## src/rtl/biq_pkg.sv

```systemverilog
package biq_pkg;

    localparam int SAMPLE_W   = 32;
    localparam int COEFF_W    = 16;
    localparam int PROD_W     = SAMPLE_W + COEFF_W;
    localparam int ACC_W      = 50;
    localparam int FRAC_BITS  = 14;
    localparam int SCALED_W   = ACC_W - FRAC_BITS;
    localparam int NUM_COEFFS = 5;
    localparam int CFG_IDX_W  = 3;

    typedef logic signed [SAMPLE_W-1:0] sample_t;
    typedef logic signed [COEFF_W-1:0]  coeff_t;
    typedef logic signed [PROD_W-1:0]   prod_t;
    typedef logic signed [ACC_W-1:0]    acc_t;
    typedef coeff_t coeff_bank_t [NUM_COEFFS];

    // Coefficient register indexes
    localparam logic [CFG_IDX_W-1:0] REG_B0 = 3'd0;
    localparam logic [CFG_IDX_W-1:0] REG_B1 = 3'd1;
    localparam logic [CFG_IDX_W-1:0] REG_B2 = 3'd2;
    localparam logic [CFG_IDX_W-1:0] REG_A1 = 3'd3;
    localparam logic [CFG_IDX_W-1:0] REG_A2 = 3'd4;

    localparam coeff_t  B0_RESET   = 16'sd16384;
    localparam acc_t    ROUND_HALF = 50'sd8192;
    localparam sample_t SAT_MAX    = 32'sh7FFF_FFFF;
    localparam sample_t SAT_MIN    = 32'sh8000_0000;

endpackage

```

## src/rtl/biq_mul.sv

```systemverilog
module biq_mul
(
    input  logic             clk,
    input  biq_pkg::sample_t op_a,
    input  biq_pkg::coeff_t  op_b,
    output biq_pkg::prod_t   prod_reg
);

    // Signed 32x16 product, registered before use
    always_ff @(posedge clk)
    begin
        prod_reg <= biq_pkg::prod_t'(op_a) * biq_pkg::prod_t'(op_b);
    end

endmodule

```

## src/rtl/biq_cfg.sv

```systemverilog
module biq_cfg
(
    input  logic                              clk,
    input  logic                              rst_n,
    input  logic                              wr_en,
    input  logic [biq_pkg::CFG_IDX_W-1:0]     wr_index,
    input  biq_pkg::coeff_t                   wr_data,
    output biq_pkg::coeff_bank_t              coeff_reg
);

    // Drop writes to unknown indexes
    always_ff @(posedge clk or negedge rst_n)
    begin
        if (!rst_n)
        begin
            coeff_reg[biq_pkg::REG_B0] <= biq_pkg::B0_RESET;
            coeff_reg[biq_pkg::REG_B1] <= '0;
            coeff_reg[biq_pkg::REG_B2] <= '0;
            coeff_reg[biq_pkg::REG_A1] <= '0;
            coeff_reg[biq_pkg::REG_A2] <= '0;
        end
        else if (wr_en)
        begin
            case (wr_index)
                biq_pkg::REG_B0: coeff_reg[biq_pkg::REG_B0] <= wr_data;
                biq_pkg::REG_B1: coeff_reg[biq_pkg::REG_B1] <= wr_data;
                biq_pkg::REG_B2: coeff_reg[biq_pkg::REG_B2] <= wr_data;
                biq_pkg::REG_A1: coeff_reg[biq_pkg::REG_A1] <= wr_data;
                biq_pkg::REG_A2: coeff_reg[biq_pkg::REG_A2] <= wr_data;
                default: ;
            endcase
        end
    end

endmodule

```

## src/rtl/biquad_iir_q14_saturating.sv

```systemverilog
// Biquad IIR filter, transposed direct form II, Q2.14 coefficients, saturating output.
// Output: sample_out is registered in step M1 from x*b0 plus acc_first, or later from y_reg if out is stalled.
// A new word is taken only when idle or in step M5, as the five products share one 32x16 multiplier.
// Reset: asynchronous, active low; clears both accumulators and the sequencer, loads
// coeff_b0 = 1.0 and the other coefficients with zero. Coefficient writes take no wait.
module biquad_iir_q14_saturating
(
    input  logic                              clk,
    input  logic                              rst_n,
    // input channel
    input  logic                              in_valid,
    output logic                              in_stall,
    input  biq_pkg::sample_t                  sample_in,
    input  logic                              clear_state,
    // output channel
    output logic                              out_valid,
    input  logic                              out_stall,
    output biq_pkg::sample_t                  sample_out,
    // coefficient write channel
    input  logic                              cfg_valid,
    output logic                              cfg_ready,
    input  logic [biq_pkg::CFG_IDX_W-1:0]     cfg_index,
    input  biq_pkg::coeff_t                   cfg_data
);

    // Sequencer steps. Each step issues one product; the product comes back in the next step.
    //   M0: issue x*b0
    //   M1: form y from x*b0 + acc_first; acc_first <= acc_second; issue x*b1
    //   M2: acc_first += x*b1; issue x*b2
    //   M3: acc_second <= x*b2; issue y*a1
    //   M4: acc_first += y*a1; issue y*a2
    //   M5: acc_second += y*a2; the next word may be accepted here
    localparam logic [2:0] ST_IDLE = 3'd0;
    localparam logic [2:0] ST_M0   = 3'd1;
    localparam logic [2:0] ST_M1   = 3'd2;
    localparam logic [2:0] ST_M2   = 3'd3;
    localparam logic [2:0] ST_M3   = 3'd4;
    localparam logic [2:0] ST_M4   = 3'd5;
    localparam logic [2:0] ST_M5   = 3'd6;

    logic [2:0]                state_reg, state_next;
    biq_pkg::sample_t          x_reg;
    logic                      clr_reg;
    biq_pkg::sample_t          y_reg;
    logic                      y_pend_reg, y_pend_next;
    logic                      out_valid_reg, out_valid_next;
    biq_pkg::sample_t          sample_out_reg, sample_out_next;
    biq_pkg::acc_t             acc_first_reg, acc_first_next;
    biq_pkg::acc_t             acc_second_reg, acc_second_next;

    biq_pkg::coeff_bank_t      coeff;
    biq_pkg::sample_t          mul_a;
    biq_pkg::coeff_t           mul_b;
    biq_pkg::prod_t            prod_reg;
    biq_pkg::acc_t             prod_ext;
    biq_pkg::acc_t             sum;
    logic signed [biq_pkg::SCALED_W-1:0] scaled;
    biq_pkg::sample_t          y_sat;
    logic                      in_accept;
    logic                      out_free;

    // Coefficient registers; writes are always taken
    assign cfg_ready = 1'b1;

    biq_cfg u_cfg
    (
        .clk       (clk),
        .rst_n     (rst_n),
        .wr_en     (cfg_valid),
        .wr_index  (cfg_index),
        .wr_data   (cfg_data),
        .coeff_reg (coeff)
    );

    // Shared multiplier: pick operands for the product issued in this step
    always_comb
    begin
        mul_a = x_reg;
        mul_b = coeff[biq_pkg::REG_B0];
        case (state_reg)
            ST_M1:   mul_b = coeff[biq_pkg::REG_B1];
            ST_M2:   mul_b = coeff[biq_pkg::REG_B2];
            ST_M3:
            begin
                mul_a = y_reg;
                mul_b = coeff[biq_pkg::REG_A1];
            end
            ST_M4:
            begin
                mul_a = y_reg;
                mul_b = coeff[biq_pkg::REG_A2];
            end
            default: ;
        endcase
    end

    biq_mul u_mul
    (
        .clk      (clk),
        .op_a     (mul_a),
        .op_b     (mul_b),
        .prod_reg (prod_reg)
    );

    assign prod_ext = biq_pkg::acc_t'(prod_reg);

    // Round half up, floor shift, then clamp to the signed 32-bit range
    always_comb
    begin
        sum    = prod_ext + (clr_reg ? '0 : acc_first_reg) + biq_pkg::ROUND_HALF;
        scaled = biq_pkg::SCALED_W'(sum >>> biq_pkg::FRAC_BITS);
        if (scaled > biq_pkg::SCALED_W'(biq_pkg::SAT_MAX))
            y_sat = biq_pkg::SAT_MAX;
        else if (scaled < biq_pkg::SCALED_W'(biq_pkg::SAT_MIN))
            y_sat = biq_pkg::SAT_MIN;
        else
            y_sat = biq_pkg::SAMPLE_W'(scaled);
    end

    // Take a new word when the sequencer is idle or finishing, and no result is held back
    assign in_stall  = !(((state_reg == ST_IDLE) || (state_reg == ST_M5)) && !y_pend_reg);
    assign in_accept = in_valid && !in_stall;
    assign out_free  = !out_valid_reg || !out_stall;

    always_comb
    begin
        state_next      = state_reg;
        acc_first_next  = acc_first_reg;
        acc_second_next = acc_second_reg;
        case (state_reg)
            ST_IDLE: if (in_accept) state_next = ST_M0;
            ST_M0:   state_next = ST_M1;
            ST_M1:
            begin
                acc_first_next = clr_reg ? '0 : acc_second_reg;
                state_next     = ST_M2;
            end
            ST_M2:
            begin
                acc_first_next = acc_first_reg + prod_ext;
                state_next     = ST_M3;
            end
            ST_M3:
            begin
                acc_second_next = prod_ext;
                state_next      = ST_M4;
            end
            ST_M4:
            begin
                acc_first_next = acc_first_reg + prod_ext;
                state_next     = ST_M5;
            end
            ST_M5:
            begin
                acc_second_next = acc_second_reg + prod_ext;
                state_next      = in_accept ? ST_M0 : ST_IDLE;
            end
            default: state_next = ST_IDLE;
        endcase
    end

    // Output register with one spare word: hold y in y_reg while the output is stalled
    always_comb
    begin
        y_pend_next     = y_pend_reg;
        out_valid_next  = out_valid_reg;
        sample_out_next = sample_out_reg;
        if (out_valid_reg && !out_stall)
            out_valid_next = 1'b0;
        if (state_reg == ST_M1)
        begin
            if (out_free)
            begin
                out_valid_next  = 1'b1;
                sample_out_next = y_sat;
            end
            else
            begin
                y_pend_next = 1'b1;
            end
        end
        else if (y_pend_reg && out_free)
        begin
            out_valid_next  = 1'b1;
            sample_out_next = y_reg;
            y_pend_next     = 1'b0;
        end
    end

    always_ff @(posedge clk or negedge rst_n)
    begin
        if (!rst_n)
        begin
            state_reg      <= ST_IDLE;
            y_pend_reg     <= 1'b0;
            out_valid_reg  <= 1'b0;
            acc_first_reg  <= '0;
            acc_second_reg <= '0;
        end
        else
        begin
            state_reg      <= state_next;
            y_pend_reg     <= y_pend_next;
            out_valid_reg  <= out_valid_next;
            acc_first_reg  <= acc_first_next;
            acc_second_reg <= acc_second_next;
        end
    end

    // Payload registers
    always_ff @(posedge clk)
    begin
        if (in_accept)
        begin
            x_reg   <= sample_in;
            clr_reg <= clear_state;
        end
        if (state_reg == ST_M1)
            y_reg <= y_sat;
        sample_out_reg <= sample_out_next;
    end

    assign out_valid  = out_valid_reg;
    assign sample_out = sample_out_reg;

`ifndef NO_ASSERTIONS
    a_accept_starts: assert property (@(posedge clk) disable iff (!rst_n)
        in_accept |=> (state_reg == ST_M0))
        else $error("accepted word did not start the sequence");

    a_m0_to_m1: assert property (@(posedge clk) disable iff (!rst_n)
        (state_reg == ST_M0) |=> (state_reg == ST_M1))
        else $error("sequencer skipped the output step");

    a_pend_needs_out: assert property (@(posedge clk) disable iff (!rst_n)
        y_pend_reg |-> out_valid_reg)
        else $error("held result while output register empty");

    a_no_accept_pending: assert property (@(posedge clk) disable iff (!rst_n)
        y_pend_reg |-> in_stall)
        else $error("word accepted while a result is held back");

    a_result_after_m1: assert property (@(posedge clk) disable iff (!rst_n)
        (state_reg == ST_M1) |=> (out_valid_reg || y_pend_reg))
        else $error("result lost after output step");
`endif

endmodule

```

## config.mk

```make
export PLATFORM = sky130hd
export DESIGN_NAME = biquad_iir_q14_saturating
export DESIGN_NICKNAME = d
export VERILOG_FILES = /design/src/rtl/biq_pkg.sv /design/src/rtl/biq_mul.sv /design/src/rtl/biq_cfg.sv /design/src/rtl/biquad_iir_q14_saturating.sv
export SDC_FILE = /design/constraint.sdc
export NUM_CORES = 2
export LEC_CHECK = 0
export BUFFER_PORTS_ARGS = -buffer_cell sky130_fd_sc_hd__buf_2
export CORE_ASPECT_RATIO = 1.2
export CORE_MARGIN = 2
export CORE_UTILIZATION = 58
export DETAILED_ROUTE_END_ITERATION = 10
export GPL_TIMING_DRIVEN = 0
export PLACE_DENSITY = 0.79
export SETUP_SLACK_MARGIN = 0.05
export SLEW_MARGIN = 5
export SYNTH_ARGS = -nofsm -noshare
export SYNTH_HDL_FRONTEND = slang
export SYNTH_SLANG_ARGS = --single-unit
```

## constraint.sdc

```tcl
create_clock -name clk -period 15.6 [get_ports clk]
set_input_delay 2.34 -clock clk [delete_from_list [all_inputs] [get_ports clk]]
set_output_delay 2.34 -clock clk [all_outputs]
set_load 0.005 [all_outputs]
```

Yosys cells after proc, flatten, opt, wreduce, memory -nomap -nowiden
Index checks and enable logic that the tools add are counted.
{"block": "word_totals", "word_cells": 80, "regBits": 330, "out_inout_bits": 35}
{"block": "op_classes", "add_sub_neg": 4, "n_mux": 21, "multipliers": 1, "order_cmp": 2, "reduce_logical": 24, "n_eq_ne": 13}
{"operator": "50-bit case mux with 2 select lines", "n": 2}
{"operator": "32-bit 2-to-1 mux", "n": 6}
{"operator": "50-bit by 48-bit adder with 50-bit output", "n": 2}
{"operator": "50-bit 2-to-1 mux", "n": 2}
{"operator": "16-bit case mux with 4 select lines", "n": 1}
{"operator": "50-bit by 14-bit adder with 50-bit output (second input constant)", "n": 1}
{"operator": "50-bit adder", "n": 1}
{"operator": "32-bit by 16-bit multiplier with 48-bit output", "n": 1}
{"operator": "36-bit by 32-bit > comparator with 1-bit output (second input constant)", "n": 1}
{"operator": "36-bit by 32-bit < comparator with 1-bit output (second input constant)", "n": 1}
{"operator": "3-bit case mux with 7 select lines", "n": 1}
{"operator": "2-bit AND reduction", "n": 7}
{"operator": "3-bit by 2-bit equality test with 1-bit output (second input constant)", "n": 4}
{"operator": "3-bit equality test (second input constant)", "n": 4}
{"operator": "1-bit 2-to-1 mux", "n": 8}
{"operator": "3-bit by 1-bit equality test with 1-bit output (second input constant)", "n": 2}
{"operator": "3-bit logical NOT", "n": 2}
{"operator": "2-bit inequality test (second input constant)", "n": 3}
{"operator": "2-bit nonzero test", "n": 3}
{"operator": "1-bit logical AND", "n": 4}
{"operator": "1-bit logical NOT", "n": 4}
{"operator": "2-bit OR reduction", "n": 2}
{"operator": "3-bit 2-to-1 mux", "n": 1}
{"operator": "1-bit logical OR", "n": 2}

Longest topological paths before layout
{"block": "depth", "ltp_word": 8, "ltp_mapped": 35, "depth_no_buf": 30}

Modules after synthesis
A second synthesis with hierarchy kept.
{"block": "hier_totals", "cells_unflattened": 4278, "area_unflattened_um2": 39855.7}
{"mod": "biq_mul", "cells_each": 2118, "area_each_um2": 18886.9, "n_inst": 1, "seq_area_each_um2": 960.9}
{"mod": "biquad_iir_q14_saturating", "cells_each": 1987, "area_each_um2": 17917.2, "n_inst": 1, "seq_area_each_um2": 5540.3}
{"mod": "biq_cfg", "cells_each": 173, "area_each_um2": 3051.7, "n_inst": 1, "seq_area_each_um2": 2003.2}

Worst setup path after synthesis
No wires, ideal clock.
{"block": "synth_timing", "kind": "register -> register", "from": "register state_reg[1]", "to": "register u_mul.prod_reg[40]", "arrival_ps": 8226, "path_stages_with_launch": 34, "required_time_ps": 15479, "period_less_slack_ps": 8346, "slack_ps": 7254, "path_cell_list": "dfrtp_1 > clkbuf_1 > clkinv_1 > clkbuf_1 > ha_1 > clkbuf_1 > clkbuf_1 > buf_1 > mux2i_1 > nor2_1 > fa_1 > inv_1 > fa_1 > fa_1 > inv_1 > fa_1 > fa_1 > inv_1 > fa_1 > inv_1 > ha_1 > clkbuf_1 > and4_1 > nand2_1 > a211oi_1 > or2_1 > a31oi_1 > o31ai_1 > a21o_1 > a21o_1 > o22ai_2 > o21ai_1 > a31oi_1 > xnor2_1"}
{"block": "synth_via", "elab_chain_cells": 4, "word_cells_on_any_way": 8, "cone_classes": "mul: 1; eq/ne: 4; mux: 2; reduce/logical: 1"}
{"item": "start, declared", "line_no": "biquad_iir_q14_saturating.sv:41", "text": "logic [2:0] state_reg, state_next;"}
{"item": "start signal, assigned", "line_no": "biquad_iir_q14_saturating.sv:202", "text": "state_reg <= state_next;"}
{"item": "3-bit equality test", "line_no": "biquad_iir_q14_saturating.sv:80", "text": "case (state_reg)"}
{"item": "2-bit OR reduction (no source line)"}
{"item": "32-bit 2-to-1 mux", "line_no": "biquad_iir_q14_saturating.sv:80"}
{"item": "32-bit by 16-bit multiplier with 48-bit output (*)", "line_no": "biq_mul.sv:12", "text": "prod_reg <= biq_pkg::prod_t'(op_a) * biq_pkg::prod_t'(op_b);"}
{"item": "end signal, assigned", "line_no": "biq_mul.sv:12"}
{"item": "end, declared", "line_no": "biq_mul.sv:6", "text": "output biq_pkg::prod_t prod_reg"}
Every way passes the cells marked *; elsewhere a longest branch is shown, timed or not.
A chain may end at the register's enable or synchronous reset.

Final worst setup path
{"block": "layout_timing", "from": "register state_reg[1]", "to": "register u_mul.prod_reg[47]"}
Same word-level chain as after synthesis.

==> results_dict.tcl <==
set metrics [dict create \
    port_buffers 89 \
    cts-resized-gates 0 \
    drt_first_pass_iters 6 \
    min_from "u_cfg.coeff_reg[45]" \
    drc 0 \
    status "completed" \
    grt_use_total_pct 34.9 \
    routed_wirelength_um 122000 \
    dieWidth_um 243 \
    crit_path_top_delay_cell "mux2i_1" \
    nFillCells 5757 \
    numPlacedInstances 5281 \
    drtIter0Drc 3519 \
    vias_per_cell 6.10 \
    timing_hold_violations_final 0 \
    synth-xor-area-share_pct 3.95 \
    yosys.area_share.simple_pct 12.8 \
    final-setup-viol-count 0 \
    holdCritPathClass "register to register" \
    fin_skew_ns 0.0275 \
    ys_ff_latch 330 \
    mostFrequentLayoutCell "inv_1" \
    die_area_um2 70600 \
    synthFlopType "dfrtp_1" \
    register_area_um2 8500 \
    cts_buffer_depth 3 \
    cts-buffers-inserted 39 \
    critPathCaptureType "register" \
    r2r_slack_ns 3.63 \
    overflow 0 \
    antenna_found_initial 5 \
    synth-async-reset-ratio_pct 56.1 \
    ioPinCount 92 \
    ant_nets 0 \
    syn_area_um2 39700 \
    fmax_mhz 83.5 \
    num_vias 32700 \
    reg2reg_to "u_mul.prod_reg[47]" \
    area_growth_pct 7.64 \
    whs_path_depth 1 \
    clock_latency_ns 0.58 \
    layout_common_cells "inv_1, fa_1, nand2_1" \
    largest_register_ffs 80 \
    period_needed_ns 11.97 \
    setup_tns_ns 0 \
    syn_inst 4279 \
    startpoint_type "register" \
    fin_crit_sh_pct 76.8 \
    ys_seq_area_share_pct 21.4 \
    hold_buffers 0 \
    fin_area_um2 42700 \
    crit_fanout 10 \
    cts_root_buf "clkbuf_16" \
    synth_top_family_by_area "adder cells" \
    postCtsSetupRepairBufs 0 \
    fin_cells 5355 \
    synth_fa_ha_area_share_pct 34.3 \
    worstMarginPinSlew_ns 1.28 \
    critical_path.endpoint "u_mul.prod_reg[47]" \
    multi_input_area_um2 28200 \
    startpoint "state_reg[1]" \
    start_util_pct 58.3 \
    crit_top_cell "fa_1" \
    rows 105 \
    gp_congestion 1.06 \
    synth.distinct_cells 95 \
    layout.nets 5266 \
    grt_max_degree 109 \
    syn_avg_cell_area_um2 9.28 \
    synth_edf_count 97 \
    wl_per_cell_um 22.9 \
    dp_hpwl_um 98700 \
    synth_compound_area_share_pct 13.3 \
    synth_warnings 0 \
    cts_max_level 2 \
    core_area_um2 68100 \
    rr_worst_depth 32 \
    r2r-start "state_reg[1]" \
    placed_area_um2 41400 \
    cts_tree "yes" \
    path_class "register to register" \
    syn_nets 5132 \
    fp.dieH_um 291 \
    slew_headroom_pct 12.4 \
    grt_pass1_vias 33300 \
    path_clk_slew_ns 0.06 \
    cts_num_sinks 330 \
    rsz0062_at_grt "no" \
    muxShareOfSynthArea_pct 6.65 \
    cp_slowest_stage_delay_ns 1.11 \
    fin_hold_ws_ns 0.507 \
    cp.arrival_ns 12.41 \
    layout-drive-gt1-share_pct 8.37 \
    grt_first_pass_wirelength_um 189000 \
    cap_violations 0 \
    finalMaxSlewViolations 0 \
    cp_data_required_time_ns 16.04 \
]
worst min path at each step:
stage                     endpoint  slack, ns
6_report       u_cfg.coeff_reg[45]       0.51
5_1_grt        u_cfg.coeff_reg[13]       0.52
4_1_cts        u_cfg.coeff_reg[64]       0.51
3_5_place_dp   u_cfg.coeff_reg[76]       0.49
3_3_place_gp   u_cfg.coeff_reg[74]       0.48
2_1_floorplan   acc_second_reg[10]       0.47
per-stage QoR:
stage                     setup slack [ns]  util (%)
after floorplan                       7.25         -
after global placement                4.12      60.7
after detailed placement              4.10      60.8
after CTS                             4.06      62.8
after global routing                  3.31      62.8
final                                 3.63      62.8
critical path, delay by kind of cell (launching register included):
kind                       cells  cell delay [ns]
buffers and inverters         10             2.89
xor gates and xnor gates       1             0.39
AOI/OAI and AO/OA              7             2.31
and+or+nand+nor                5             0.99
DFF                            1             0.32
muxes                          1             1.11
adders and majority gates      8             3.78
Yosys cell counts, types with 5 or more instances:
cell	number	share of area, %
o211ai_1	11	0.21
fa_1	488	25
or3_1	9	0.14
inv_1	597	5.6
nor2_1	319	3.0
o21ai_0	152	1.9
mux2_4	20	0.76
a211oi_1	61	1.2
or2_2	5	0.079
dfxtp_1	48	2.4
a21o_1	101	1.9
o21ai_1	12	0.15
nor3_1	25	0.32
o21ai_2	26	0.57
buf_1	9	0.085
mux2_1	16	0.45
mux2_2	109	3.1
mux2i_1	93	2.3
a21oi_2	6	0.13
nand3_1	31	0.39
o31ai_1	8	0.15
a221oi_1	7	0.15
edfxtp_1	97	7.3
and2_1	37	0.58
nand4_1	42	0.66
a21oi_1	266	3.4
a2111oi_0	8	0.18
nand2_1	477	4.5
o21a_1	25	0.47
o22ai_1	22	0.35
nor2b_1	77	1.2
dfrtp_1	184	12
ha_1	308	9.7
nand2b_1	34	0.54
xnor2_1	111	2.4
nor3b_1	5	0.095
xor2_1	66	1.5
a31oi_1	23	0.36
buf_2	9	0.11
o21bai_1	24	0.45
clkbuf_1	160	1.5
and3_1	55	0.87
kinds of logic after synthesis:
| family | after synthesis |
|---|---|
| adders and majority gates | 796 |
| muxes | 238 |
| other | 1 |
| DFF | 330 |
| and+or+nand+nor | 1135 |
| xor gates and xnor gates | 178 |
| buffers and inverters | 785 |
| AOI/OAI and AO/OA | 816 |
per-layer routing:
metal,global-route usage (%),part of all wire (%)
met1,44.2,37
met2,55.3,45
met3,6.49,9.9
met4,22.2,7.7
met5,0,0
cell type report:
| type | count | area share, % |
|---|---|---|
| Antenna cell | 2 | 0.0117 |
| Buffer | 187 | 1.82 |
| Clock buffer | 58 | 2.71 |
| Clock inverter | 14 | 0.357 |
| Inverter | 598 | 5.25 |
| Multi-Input combinational cell | 3164 | 66.0 |
| Sequential cell | 330 | 19.9 |
| Tap cell | 909 | 2.66 |
| Timing Repair Buffer | 93 | 1.29 |
Power is left out: the tool's default activity adds up to more than one toggle a clock period on the data nets, which glitch-free logic cannot reach.
